`config.mk`:
```
export PLATFORM = sky130hd
export DESIGN_NAME = mlt_ram
export DESIGN_NICKNAME = d
export VERILOG_FILES = /design/src/rtl/mlt_ram.sv
export SDC_FILE = /design/constraint.sdc
export NUM_CORES = 1
export LEC_CHECK = 0
export BUFFER_PORTS_ARGS = -buffer_cell sky130_fd_sc_hd__buf_2
export CAP_MARGIN = 20
export CORE_MARGIN = 2
export CORE_UTILIZATION = 60
export DETAILED_ROUTE_END_ITERATION = 12
export MAX_ROUTING_LAYER = met4
export PLACE_DENSITY_LB_ADDON = 0.08
export SLEW_MARGIN = 20
export SYNTH_ARGS = -nofsm -noshare
export SYNTH_HDL_FRONTEND = slang
export SYNTH_SLANG_ARGS = --single-unit
```
`constraint.sdc`:
```
create_clock -name i_clk -period 2.22 [get_ports i_clk]
set_input_delay 0.111 -clock i_clk [delete_from_list [all_inputs] [get_ports i_clk]]
set_output_delay 0.111 -clock i_clk [all_outputs]
set_load 0.005 [all_outputs]
```
`src/rtl/mlt_ram.sv`:
```
// Generic single-port-write, registered-read RAM.
`default_nettype none
module mlt_ram #(
    parameter int Width = 8,
    parameter int Depth = 16
) (
    input  wire logic                     i_clk,
    input  wire logic                     i_we,
    input  wire logic [$clog2(Depth)-1:0] i_waddr,
    input  wire logic [Width-1:0]         i_wdata,
    input  wire logic [$clog2(Depth)-1:0] i_raddr,
    output logic [Width-1:0]              o_rdata
);
    logic [Width-1:0] r_mem [Depth];

    always_ff @(posedge i_clk) begin
        if (i_we) begin
            r_mem[i_waddr] <= i_wdata;
        end
        o_rdata <= r_mem[i_raddr];
    end
endmodule
`default_nettype wire

```
### After elaboration in Yosys (flattened, before gate mapping)

Memory sizes are Yosys's and may differ from the RTL's. A register that Yosys moved wholly into a read port is not among the register bits.
Index checks and enable logic that the tools add are counted.

| word-level totals | value |
|---|---|
| register bits after elaboration | 0 |
| memory bits (writable) | 128 |
| bits of input ports | 18 |
| output and inout port bits | 8 |
| word-level logic and storage cells | 3 |
| memories kept | 1 |

Memories:

| name | words | width | rd ports | clocked after memory_dff | wr ports | RTL line | RTL |
|---|---|---|---|---|---|---|---|
| r_mem | 16 | 8 | 1 | 1 | 1 | 14 | `logic [Width-1:0] r_mem [Depth];` |

| cells by class | value |
|---|---|
| multiplexer cells | 2 |

Operator list:

| operator | count |
|---|---|
| 2-to-1 mux 1 bit | 2 |

### Longest topological paths before layout

Gate-level depths: netlist of run 1.

| depth | value |
|---|---|
| depth after elaboration | 2 |
| depth in mapped cells | 5 |
| depth with buffers taken out | 3 |

### Worst setup path before layout of run 1

OpenSTA, ideal clock, no wires.

| timing path | value |
|---|---|
| kind | input to register |
| start point | input i_waddr[2] |
| end point | memory r_mem[0][0], enable pin |
| setup time | 0.383 ns |
| arrival | 1.221 ns |
| required time | 1.837 ns |
| path slack | 0.616 ns |
| stages | 2 |
| buffers on the path | 0 |
| path through | or3b_2 -> nor3_1 |

RTL lines:

| item | RTL line | RTL |
|---|---|---|
| start: declaration | 9 | `input wire logic [$clog2(Depth)-1:0] i_waddr,` |
| end: declaration | 14 |  |

Straight into the memory's write port.

==> flow_summary.json, run 1 <==
{
  "status": "finished, final reports clean",
  "cts_setup_buffers": 0,
  "fillers": 468,
  "r2r_setup_slack_ps": 850,
  "grt_max_degree": 33,
  "fin_tns_setup_ps": 0,
  "place_area_um2": 5480,
  "critPathRequiredTime_ps": 2610,
  "yosys-top-cells-count": "edfxtp_1 (128), mux4_2 (18), a22oi_1 (16)",
  "r2r_end": "o_rdata[1]$_DFF_P_",
  "setup_viol": 0,
  "io_pins": 26,
  "clock_latency_ps": 500,
  "final_max_slew_viol_count": 0,
  "worstReg2RegStart": "r_mem[9][1]$_DFFE_PP_",
  "startpoint": "r_mem[9][1]$_DFFE_PP_",
  "rows": 33,
  "rsz0062_at_grt": "no",
  "cellPowerDensity_nw_per_um2": 974,
  "wl_met1_um": 4120,
  "coreArea_um2": 8260,
  "dp.final_hpwl_um": 5530,
  "worst_pin_slew_ps": 730,
  "ys_seq_elements": 136,
  "yosys.area.top_type": "edfxtp_1",
  "fin_total_pwr_mw": 6.01,
  "drive_gt1_share_pct": 30.5,
  "die_w_um": 96.6,
  "max_clock_freq_mhz": 732,
  "leakagePower_nw": 2.13,
  "synth.top_cell.area_share_pct": 74.7,
  "grt_use_total_pct": 22.3,
  "worstRegToRegCells": 3,
  "synth_nets": 247,
  "min_from": "i_waddr[0]",
  "fin_area_um2": 6170,
  "min_period_ps": 1370,
  "clockBufferDepth": 2,
  "clk_root_buffer_cell": "clkbuf_8",
  "antenna_found_initial": 0,
  "vias": 2473,
  "gr-total-overflow": 0,
  "instances_no_fill": 407,
  "cts.clk_slew.worst_paths_ps": 60,
  "drt_pass1_iterations": 4,
  "wl_um": 9410,
  "dieArea_um2": 9340,
  "end_kind": "flip-flop",
  "cts_resized": 0,
  "maxUsedRoutingLayer": "met4",
  "hold_viol": 0,
  "critPathLaunchType": "flip-flop",
  "numCtsBuffers": 17,
  "async_flop_share_pct": 0,
  "avgSynthCellArea_um2": 22.5,
  "synth_ff_type": "edfxtp_1",
  "initial_utilization_pct": 62.3,
  "maxCapViolCount": 0,
  "cts_tree": "built",
  "io_buffers": 25,
  "vias_per_cell": 6.08,
  "wl_per_cell_um": 23.1,
  "dpl.cell_count": 367,
  "antennaDiodeCount": 0,
  "gp_congestion": 0.718,
  "drc": 0,
  "netlist_instances": 229,
  "wl_met3_um": 450,
  "syn_area_um2": 5150,
  "yosys_warnings": 0,
  "clock_sinks": 136,
  "antenna_left": 0,
  "synth_edf_count": 128,
  "skew_ps": 5.80,
  "wl_met2_um": 4780,
  "crit_type": "flip-flop to flip-flop",
  "period_share_pct": 61.5,
  "yosysMostFrequentCell": "edfxtp_1",
  "htree_levels": 4,
  "yosysSeqAreaShare_pct": 77.8,
  "nets": 307,
  "grt_pass1_vias": 2597,
  "utilization_pct": 74.7,
  "synth_cell_types": 19,
  "ir_drop_uv": 519,
  "hold_end": "r_mem[8][4]$_DFFE_PP_",
  "hold_depth": 3,
  "ys_top_cells_by_area": "edfxtp_1 (75%), mux4_2 (7.9%), mux4_1 (7.1%)",
  "die_h_um": 96.6,
  "crit_fanout": 1,
  "drt-initial-drc-count": 241,
  "arrival_ps": 1760,
  "grt_first_pass_wirelength_um": 14600,
  "holdCritPathClass": "input pin to flip-flop",
  "max-slew-margin-rel_pct": 51.3,
  "syn2layout_area_growth_pct": 19.9
}
[timing repair]
| item | CTS | global route |
|---|---|---|
| setup endpoints to repair | 0 | 0 |
| hold endpoints to repair | 128 | 0 |
| hold buffers | 8 | 0 |
[metal layers]
| metal | GRT usage (%) | vias to the layer above |
|---|---|---|
| li1 | - | 1096 |
| met1 | 31.5 | 1295 |
| met2 | 33.6 | 75 |
| met3 | 5.06 | 7 |
| met4 | 6.83 | 0 |
| met5 | - | - |
[layout by cell type, fill, tap and decap left out, types with 2 or more instances in the layout]
cell / count
edfxtp_1: 128
nor2_1: 13
mux4_1: 14
clkbuf_1: 2
nor3_1: 4
clkinv_2: 3
a22oi_1: 16
buf_2: 25
bufinv_16: 4
clkinvlp_4: 2
dlygate4sd3_1: 8
mux4_2: 18
nand2_1: 9
dfxtp_1: 8
clkinv_4: 3
nand2b_1: 2
clkbuf_8: 2
clkbuf_16: 16
buf_4: 16
nand3b_1: 2
buf_12: 2
[critical path: stages (launching register included)]
cell	delay (ps)
edfxtp_1	390
mux4_1	530
a22oi_1	260
nand2_1	70
[cells by family after synthesis]
family,after synthesis,share of synthesized area (%)
buf+inv,10,1.68
simple gates,35,3.18
mux,32,15.0
compound gates,16,2.33
flops,136,77.8
[registers in the layout (all words and copies together), names as in the netlist]
signal / flops
o_rdata: 8
r_mem: 128
[metrics by stage]
step           hold slack (ps)  worst slack, ps
2_1_floorplan              210              616
3_3_place_gp               488              650
3_5_place_dp               489              646
4_1_cts                    138              811
5_1_grt                    166              802
6_report                   165              854
[final cells by class]
| class | instances | area [µm²] | area share [%] |
|---|---|---|---|
| Sequential cell | 136 | 4000 | 64.9 |
| Clock inverter | 12 | 176 | 2.86 |
| Tap cell | 105 | 131 | 2.13 |
| Timing Repair Buffer | 51 | 365 | 5.92 |
| Multi-Input combinational cell | 83 | 1060 | 17.1 |
| Clock buffer | 20 | 435 | 7.06 |
[how the worst max path moves through the flow]
stage                                  to  depth (start not counted)
detailed placement     o_rdata[1]$_DFF_P_                          5
finish                 o_rdata[1]$_DFF_P_                          3
floorplan           r_mem[0][0]$_DFFE_PP_                          2
CTS                    o_rdata[2]$_DFF_P_                          3
global placement       o_rdata[4]$_DFF_P_                          5
global route           o_rdata[2]$_DFF_P_                          3
[power by group]
| part | switching [mW] | total (mW) | internal (mW) |
|---|---|---|---|
| Clock | 1.00 | 2.85 | 1.85 |
| Sequential | 0.0173 | 2.89 | 2.87 |
| Combinational | 0.143 | 0.266 | 0.123 |
| Total | 1.16 | 6.01 | 4.85 |
Power figures use the tool's default switching activity.
==> inputs of run 2 (changes only) <==
==> constraint.sdc (replaced) <==
create_clock -name i_clk -period 1.31 [get_ports i_clk]
set_input_delay 0.0655 -clock i_clk [delete_from_list [all_inputs] [get_ports i_clk]]
set_output_delay 0.0655 -clock i_clk [all_outputs]
set_load 0.005 [all_outputs]
==> run 2 against run 1 <==
First-iteration DRC count is 25% lower. Clock-buffer cell count is 1 higher. Total power is 69% higher. Highest routed layer unchanged. Via count is 3.5% higher. Largest cell class unchanged. Fmax is 6.7% higher. Die area stayed put. Largest power group unchanged. Combinational power is 90% higher. Setup slack worse by 820 ps. Critical path type unchanged.
==> flow_summary.json, run 2 (synthesis results as in run 1) <==
{
  "status": "finished, final reports clean",
  "wl_met3_um": 501,
  "clockBufferDepth": 2,
  "largest_reg_flops": 128,
  "multiInputGateArea_um2": 1080,
  "rows": 33,
  "critPathLaunchType": "flip-flop",
  "final_max_slew_viol_count": 0,
  "cellPowerDensity_nw_per_um2": 1620,
  "antenna_found_initial": 0,
  "coreArea_um2": 8260,
  "antennaDiodeCount": 0,
  "place_ws_ps": -178,
  "antenna_left": 0,
  "max-slew-margin-rel_pct": 31.9,
  "wl_met2_um": 5250,
  "worst_pin_slew_ps": 1020,
  "skew_ps": 9.96,
  "holdCritPathClass": "input pin to flip-flop",
  "gp_congestion": 0.796,
  "min_period_ps": 1280,
  "wl_per_cell_um": 24.2,
  "cts_tree": "built",
  "dp.final_hpwl_um": 6030,
  "end_kind": "flip-flop",
  "p_int_mw": 8.17,
  "final_common_cell": "edfxtp_1",
  "clock_sinks": 136,
  "numCtsBuffers": 17,
  "grt_pass1_vias": 2639,
  "io_pins": 26,
  "period_share_pct": 97.8,
  "grt_max_degree": 17,
  "mostFrequentLayoutCells": "edfxtp_1 (128), mux4_2 (26), buf_2 (25)",
  "pwr-share-clk_pct": 46.7,
  "worstRegToRegCells": 3,
  "fillers": 463,
  "grt_first_pass_wirelength_um": 15600,
  "dieArea_um2": 9340,
  "vias_per_cell": 6.17,
  "clk_root_buffer_cell": "clkbuf_8",
  "crit_fanout": 1,
  "wl_met1_um": 4170,
  "leakagePower_nw": 2.13,
  "initial_utilization_pct": 62.3,
  "clock_latency_ps": 520,
  "syn2layout_area_growth_pct": 21.2,
  "setup_slack_ps": 29.1,
  "swShare_pct": 19.3,
  "critPathRequiredTime_ps": 1700,
  "max_clock_freq_mhz": 781,
  "maxUsedRoutingLayer": "met4",
  "drive_gt1_share_pct": 37.4,
  "die_w_um": 96.6,
  "drt-initial-drc-count": 181,
  "reg.largest.list": "r_mem x128, o_rdata x8",
  "gr-total-overflow": 0,
  "vias": 2559,
  "instances_no_fill": 415,
  "register_area_um2": 4000,
  "crit_type": "flip-flop to flip-flop",
  "drc": 0,
  "cts_setup_buffers": 0,
  "p_switching_mw": 1.96,
  "hold_depth": 3,
  "ir_drop_uv": 1210,
  "die_h_um": 96.6,
  "power_frac_comb_pct": 5.0,
  "top_register": "r_mem",
  "arrival_ps": 1680,
  "cts.clk_slew.worst_paths_ps": 60,
  "pwr-share-seq_pct": 48.4,
  "r2r_setup_slack_ps": 30,
  "grt_use_total_pct": 23.9,
  "fin_total_pwr_mw": 10.1,
  "place_area_um2": 5560,
  "io_buffers": 25,
  "fin_area_um2": 6240,
  "drt_pass1_iterations": 4,
  "maxCapViolCount": 0,
  "wl_um": 10000,
  "hold_viol": 0,
  "setup_viol": 0,
  "dpl.cell_count": 375,
  "nets": 315,
  "htree_levels": 4,
  "rsz0062_at_grt": "yes"
}
[run 2: critical path, cell delays in order (launching register included)]
cell and delay [ps]:
edfxtp_1 370, mux4_2 490, a22oi_2 230, nand2_1 80
[run 2: stage by stage]
| step | setup TNS, ps | hold slack, ps | utilization (%) |
|---|---|---|---|
| global route | 0 | 103 | 75.6 |
| finish | 0 | 103 | 75.6 |
| CTS | 0 | 80.7 | 75.7 |
| global placement | -953 | 448 | 67.3 |
| detailed placement | -1310 | 445 | 67.3 |
| floorplan | -559 | 164 | - |
[run 2: final cells by class]
type                    instances  share of cell area (%)
flip-flops and latches        136                    64.2
multi-input cells              83                    17.3
repair buffers                 59                    7.02
clock buffers                  21                    6.88
clock inverters                11                    2.51
well taps                     105                    2.11
[run 2: final timing paths]
path | startpoint | endpoint
worst max-delay path | r_mem[3][7]$_DFFE_PP_ | o_rdata[7]$_DFF_P_
worst min-delay path | i_waddr[0] | r_mem[0][5]$_DFFE_PP_
worst max register to register | r_mem[3][7]$_DFFE_PP_ | o_rdata[7]$_DFF_P_
worst min register to register | r_mem[14][2]$_DFFE_PP_ | o_rdata[2]$_DFF_P_
[run 2: metal layers]
metal,GRT usage [%],vias to the layer above
met2,37.2,83
met4,7.48,0
met1,31.9,1362
met5,-,-
met3,5.85,10
li1,-,1104
[run 2: timing repair]
item | in CTS | in global routing
endpoints found under the hold margin | 128 | 0
setup endpoints to repair | 7 | 5
gates resized for setup | 9 | 9
hold buffers | 8 | 0
cloned | 0 | 0
pin swaps | 1 | 3
[run 2: power by group through the flow]
| stage | sequential (mW) | combinational, mW | clock [mW] |
|---|---|---|---|
| 3_5_place_dp | 4.98 | 0.460 | 0 |
| 6_report | 4.90 | 0.506 | 4.73 |
| 2_1_floorplan | 4.98 | 0.247 | 0 |
| 5_1_grt | 4.90 | 0.545 | 4.99 |
| 3_3_place_gp | 4.98 | 0.452 | 0 |
| 4_1_cts | 4.90 | 0.503 | 4.79 |
==> inputs of run 3 (changes only) <==
--- a/config.mk
+++ b/config.mk
@@ -5,10 +5,11 @@
 export SDC_FILE = /design/constraint.sdc
 export NUM_CORES = 1
 export LEC_CHECK = 0
+export ABC_AREA = 1
 export BUFFER_PORTS_ARGS = -buffer_cell sky130_fd_sc_hd__buf_2
 export CAP_MARGIN = 20
 export CORE_MARGIN = 2
-export CORE_UTILIZATION = 60
+export CORE_UTILIZATION = 61
 export DETAILED_ROUTE_END_ITERATION = 12
 export MAX_ROUTING_LAYER = met4
 export PLACE_DENSITY_LB_ADDON = 0.08
==> run 3 against run 2 <==
Highest routed layer unchanged. Critical path depth is 2 lower. Total power hardly changed. Routed wire length is 27% higher. Final cell count is 76% higher. Register-to-register slack better by 280 ps. Synthesized cell count is 140% higher.
==> flow_summary.json, run 3 <==
{
  "max-slew-margin-rel_pct": 72.7,
  "yosys_warnings": 0,
  "largest_reg_flops": 128,
  "cts_tree": "built",
  "yosys-top-cells-count": "nand2_1 (173), edfxtp_1 (128), inv_1 (100)",
  "grt_max_degree": 41,
  "antenna_found_initial": 0,
  "power_frac_comb_pct": 6.2,
  "synth_nets": 569,
  "gr-total-overflow": 0,
  "drc": 0,
  "synth.top_cell.area_share_pct": 66.7,
  "fillers": 646,
  "setup_slack_ps": 235,
  "antenna_left": 0,
  "fin_total_pwr_mw": 10.1,
  "gp_congestion": 0.834,
  "leakagePower_nw": 2.98,
  "yosysMostFrequentCell": "nand2_1",
  "netlist_instances": 551,
  "critical_path.top_delay_family": "flip-flops",
  "dp.final_hpwl_um": 7640,
  "end_kind": "primary output",
  "syn2layout_area_growth_pct": 17.4,
  "rsz0062_at_grt": "no",
  "arrival_ps": 1010,
  "cts_resized": 0,
  "p_int_mw": 7.82,
  "rows": 35,
  "final_max_slew_viol_count": 0,
  "htree_levels": 4,
  "place_ws_ps": 147,
  "vias_per_cell": 5.27,
  "clock_sinks": 136,
  "min_from": "i_raddr[2]",
  "register_area_um2": 4000,
  "final_common_cell": "nand2_1",
  "dieArea_um2": 10200,
  "grt_first_pass_wirelength_um": 19700,
  "async_flop_share_pct": 0,
  "multiInputGateArea_um2": 1210,
  "die_w_um": 101,
  "antennaDiodeCount": 0,
  "cellPowerDensity_nw_per_um2": 1500,
  "clock_latency_ps": 530,
  "cts_setup_buffers": 0,
  "io_pins": 26,
  "worst_pin_slew_ps": 409,
  "wl_um": 12700,
  "holdWs_ps": 117,
  "r2r_end": "o_rdata[0]$_DFF_P_",
  "crit_slowest_cell": "dfxtp_1",
  "vias": 3845,
  "hold_depth": 6,
  "drt-initial-drc-count": 220,
  "reg.largest.list": "r_mem x128, o_rdata x8",
  "clockBufferDepth": 2,
  "min_period_ps": 1080,
  "hold_end": "o_rdata[5]$_DFF_P_",
  "die_h_um": 101,
  "pwr-share-seq_pct": 48.3,
  "drt_pass1_iterations": 6,
  "syn_area_um2": 5770,
  "top_register": "r_mem",
  "cts_hold_buf": 9,
  "crit_fanout": 1,
  "coreArea_um2": 9200,
  "grt_pass1_vias": 3637,
  "synth_ff_type": "edfxtp_1",
  "numCtsBuffers": 17,
  "worstReg2RegStart": "r_mem[5][0]$_DFFE_PP_",
  "utilization_pct": 73.6,
  "setup_viol": 0,
  "fin_tns_setup_ps": 0,
  "ys_top_cells_by_area": "edfxtp_1 (67%), nand2_1 (11%), nand3_1 (8.4%)",
  "clk_root_buffer_cell": "clkbuf_8",
  "yosys.area.top_type": "edfxtp_1",
  "nets": 623,
  "drive_gt1_share_pct": 13.3,
  "cp_num_buf_inv": 1,
  "critPathLaunchType": "flip-flop",
  "worstRegToRegCells": 6,
  "mostFrequentLayoutCells": "nand2_1 (173), edfxtp_1 (128), inv_1 (100)",
  "synth_edf_count": 128,
  "initial_utilization_pct": 62.7,
  "ir_drop_uv": 1020,
  "holdCritPathClass": "input pin to flip-flop",
  "critPathRequiredTime_ps": 1240,
  "period_share_pct": 82.1,
  "ys_seq_elements": 136,
  "avgSynthCellArea_um2": 10.5,
  "path_cells": "buf_2",
  "grt_use_total_pct": 27.8,
  "cp_slowest_stage_delay_ps": 360,
  "swShare_pct": 22.8,
  "io_buffers": 25,
  "yosysSeqAreaShare_pct": 69.4,
  "max_clock_freq_mhz": 930,
  "maxCapViolCount": 0,
  "wl_per_cell_um": 17.5,
  "status": "finished, final reports clean",
  "r2r_setup_slack_ps": 310,
  "skew_ps": 10.4,
  "cts.clk_slew.worst_paths_ps": 60,
  "crit_type": "flip-flop to primary output",
  "p_switching_mw": 2.31,
  "hold_viol": 0,
  "pwr-share-clk_pct": 45.5,
  "synth_cell_types": 12
}
run 3: changes by cell type after synthesis, moves of 2 or more:
cell,delta
buf_6,+3
mux4_2,-18
mux4_1,-14
buf_4,+3
nand2_1,+164
a22oi_1,-16
nor2_1,+4
nor3_1,-4
buf_2,+10
clkdlybuf4s25_2,-3
nand3_1,+96
nand2b_1,-2
inv_1,+100
inv_2,+2
run 3: cell type report:
| class | instances | area share [%] |
|---|---|---|
| Sequential cell | 136 | 59.1 |
| Multi-Input combinational cell | 289 | 17.9 |
| Timing Repair Buffer | 59 | 6.69 |
| Clock buffer | 17 | 6.12 |
| Inverter | 102 | 5.65 |
| Clock inverter | 15 | 2.44 |
| Tap cell | 111 | 2.05 |
run 3: metal layers:
metal	part of all wire, %	track usage, %	wire length [µm]
met5	0	-	0
met4	1.6	9.04	209
met3	6.3	4.76	802
met2	49	42.6	6210
met1	43	38.6	5510
run 3: kinds of logic (layout without fill, tap and decap cells):
logic type / Yosys count / in the layout / synth area share (%)
and+or+nand+nor: 289 / 289 / 21.0
DFF: 136 / 136 / 69.4
buffers and inverters: 126 / 193 / 9.52
run 3: worst max-delay path by stage:
stage | start | end | slack, ps | cells past startpoint
after floorplan | i_waddr[2] | r_mem[10][0]$_DFFE_PP_ | 290 | 2
after global placement | i_raddr[0] | o_rdata[6]$_DFF_P_ | 160 | 7
after detailed placement | i_raddr[0] | o_rdata[6]$_DFF_P_ | 150 | 7
final | o_rdata[4]$_DFF_P_ | o_rdata[4] | 230 | 1
after global routing | r_mem[5][0]$_DFFE_PP_ | o_rdata[0]$_DFF_P_ | 210 | 6
after CTS | o_rdata[4]$_DFF_P_ | o_rdata[4] | 210 | 1
run 3: stage by stage:
stage / cells / cell area, µm²
3_5_place_dp: 688 / 6100
4_1_cts: 729 / 6770
3_3_place_gp: 688 / 6100
2_1_floorplan: 551 / 5770
6_report: 729 / 6770
5_1_grt: 729 / 6770
run 3: power groups by stage:
stage          logic [mW]  registers, mW  clock network, mW
3_5_place_dp        0.607           4.99                  0
4_1_cts             0.635           4.90               4.67
6_report            0.634           4.90               4.61
3_3_place_gp        0.595           4.99                  0
5_1_grt             0.701           4.90               4.82
2_1_floorplan       0.343           4.98                  0
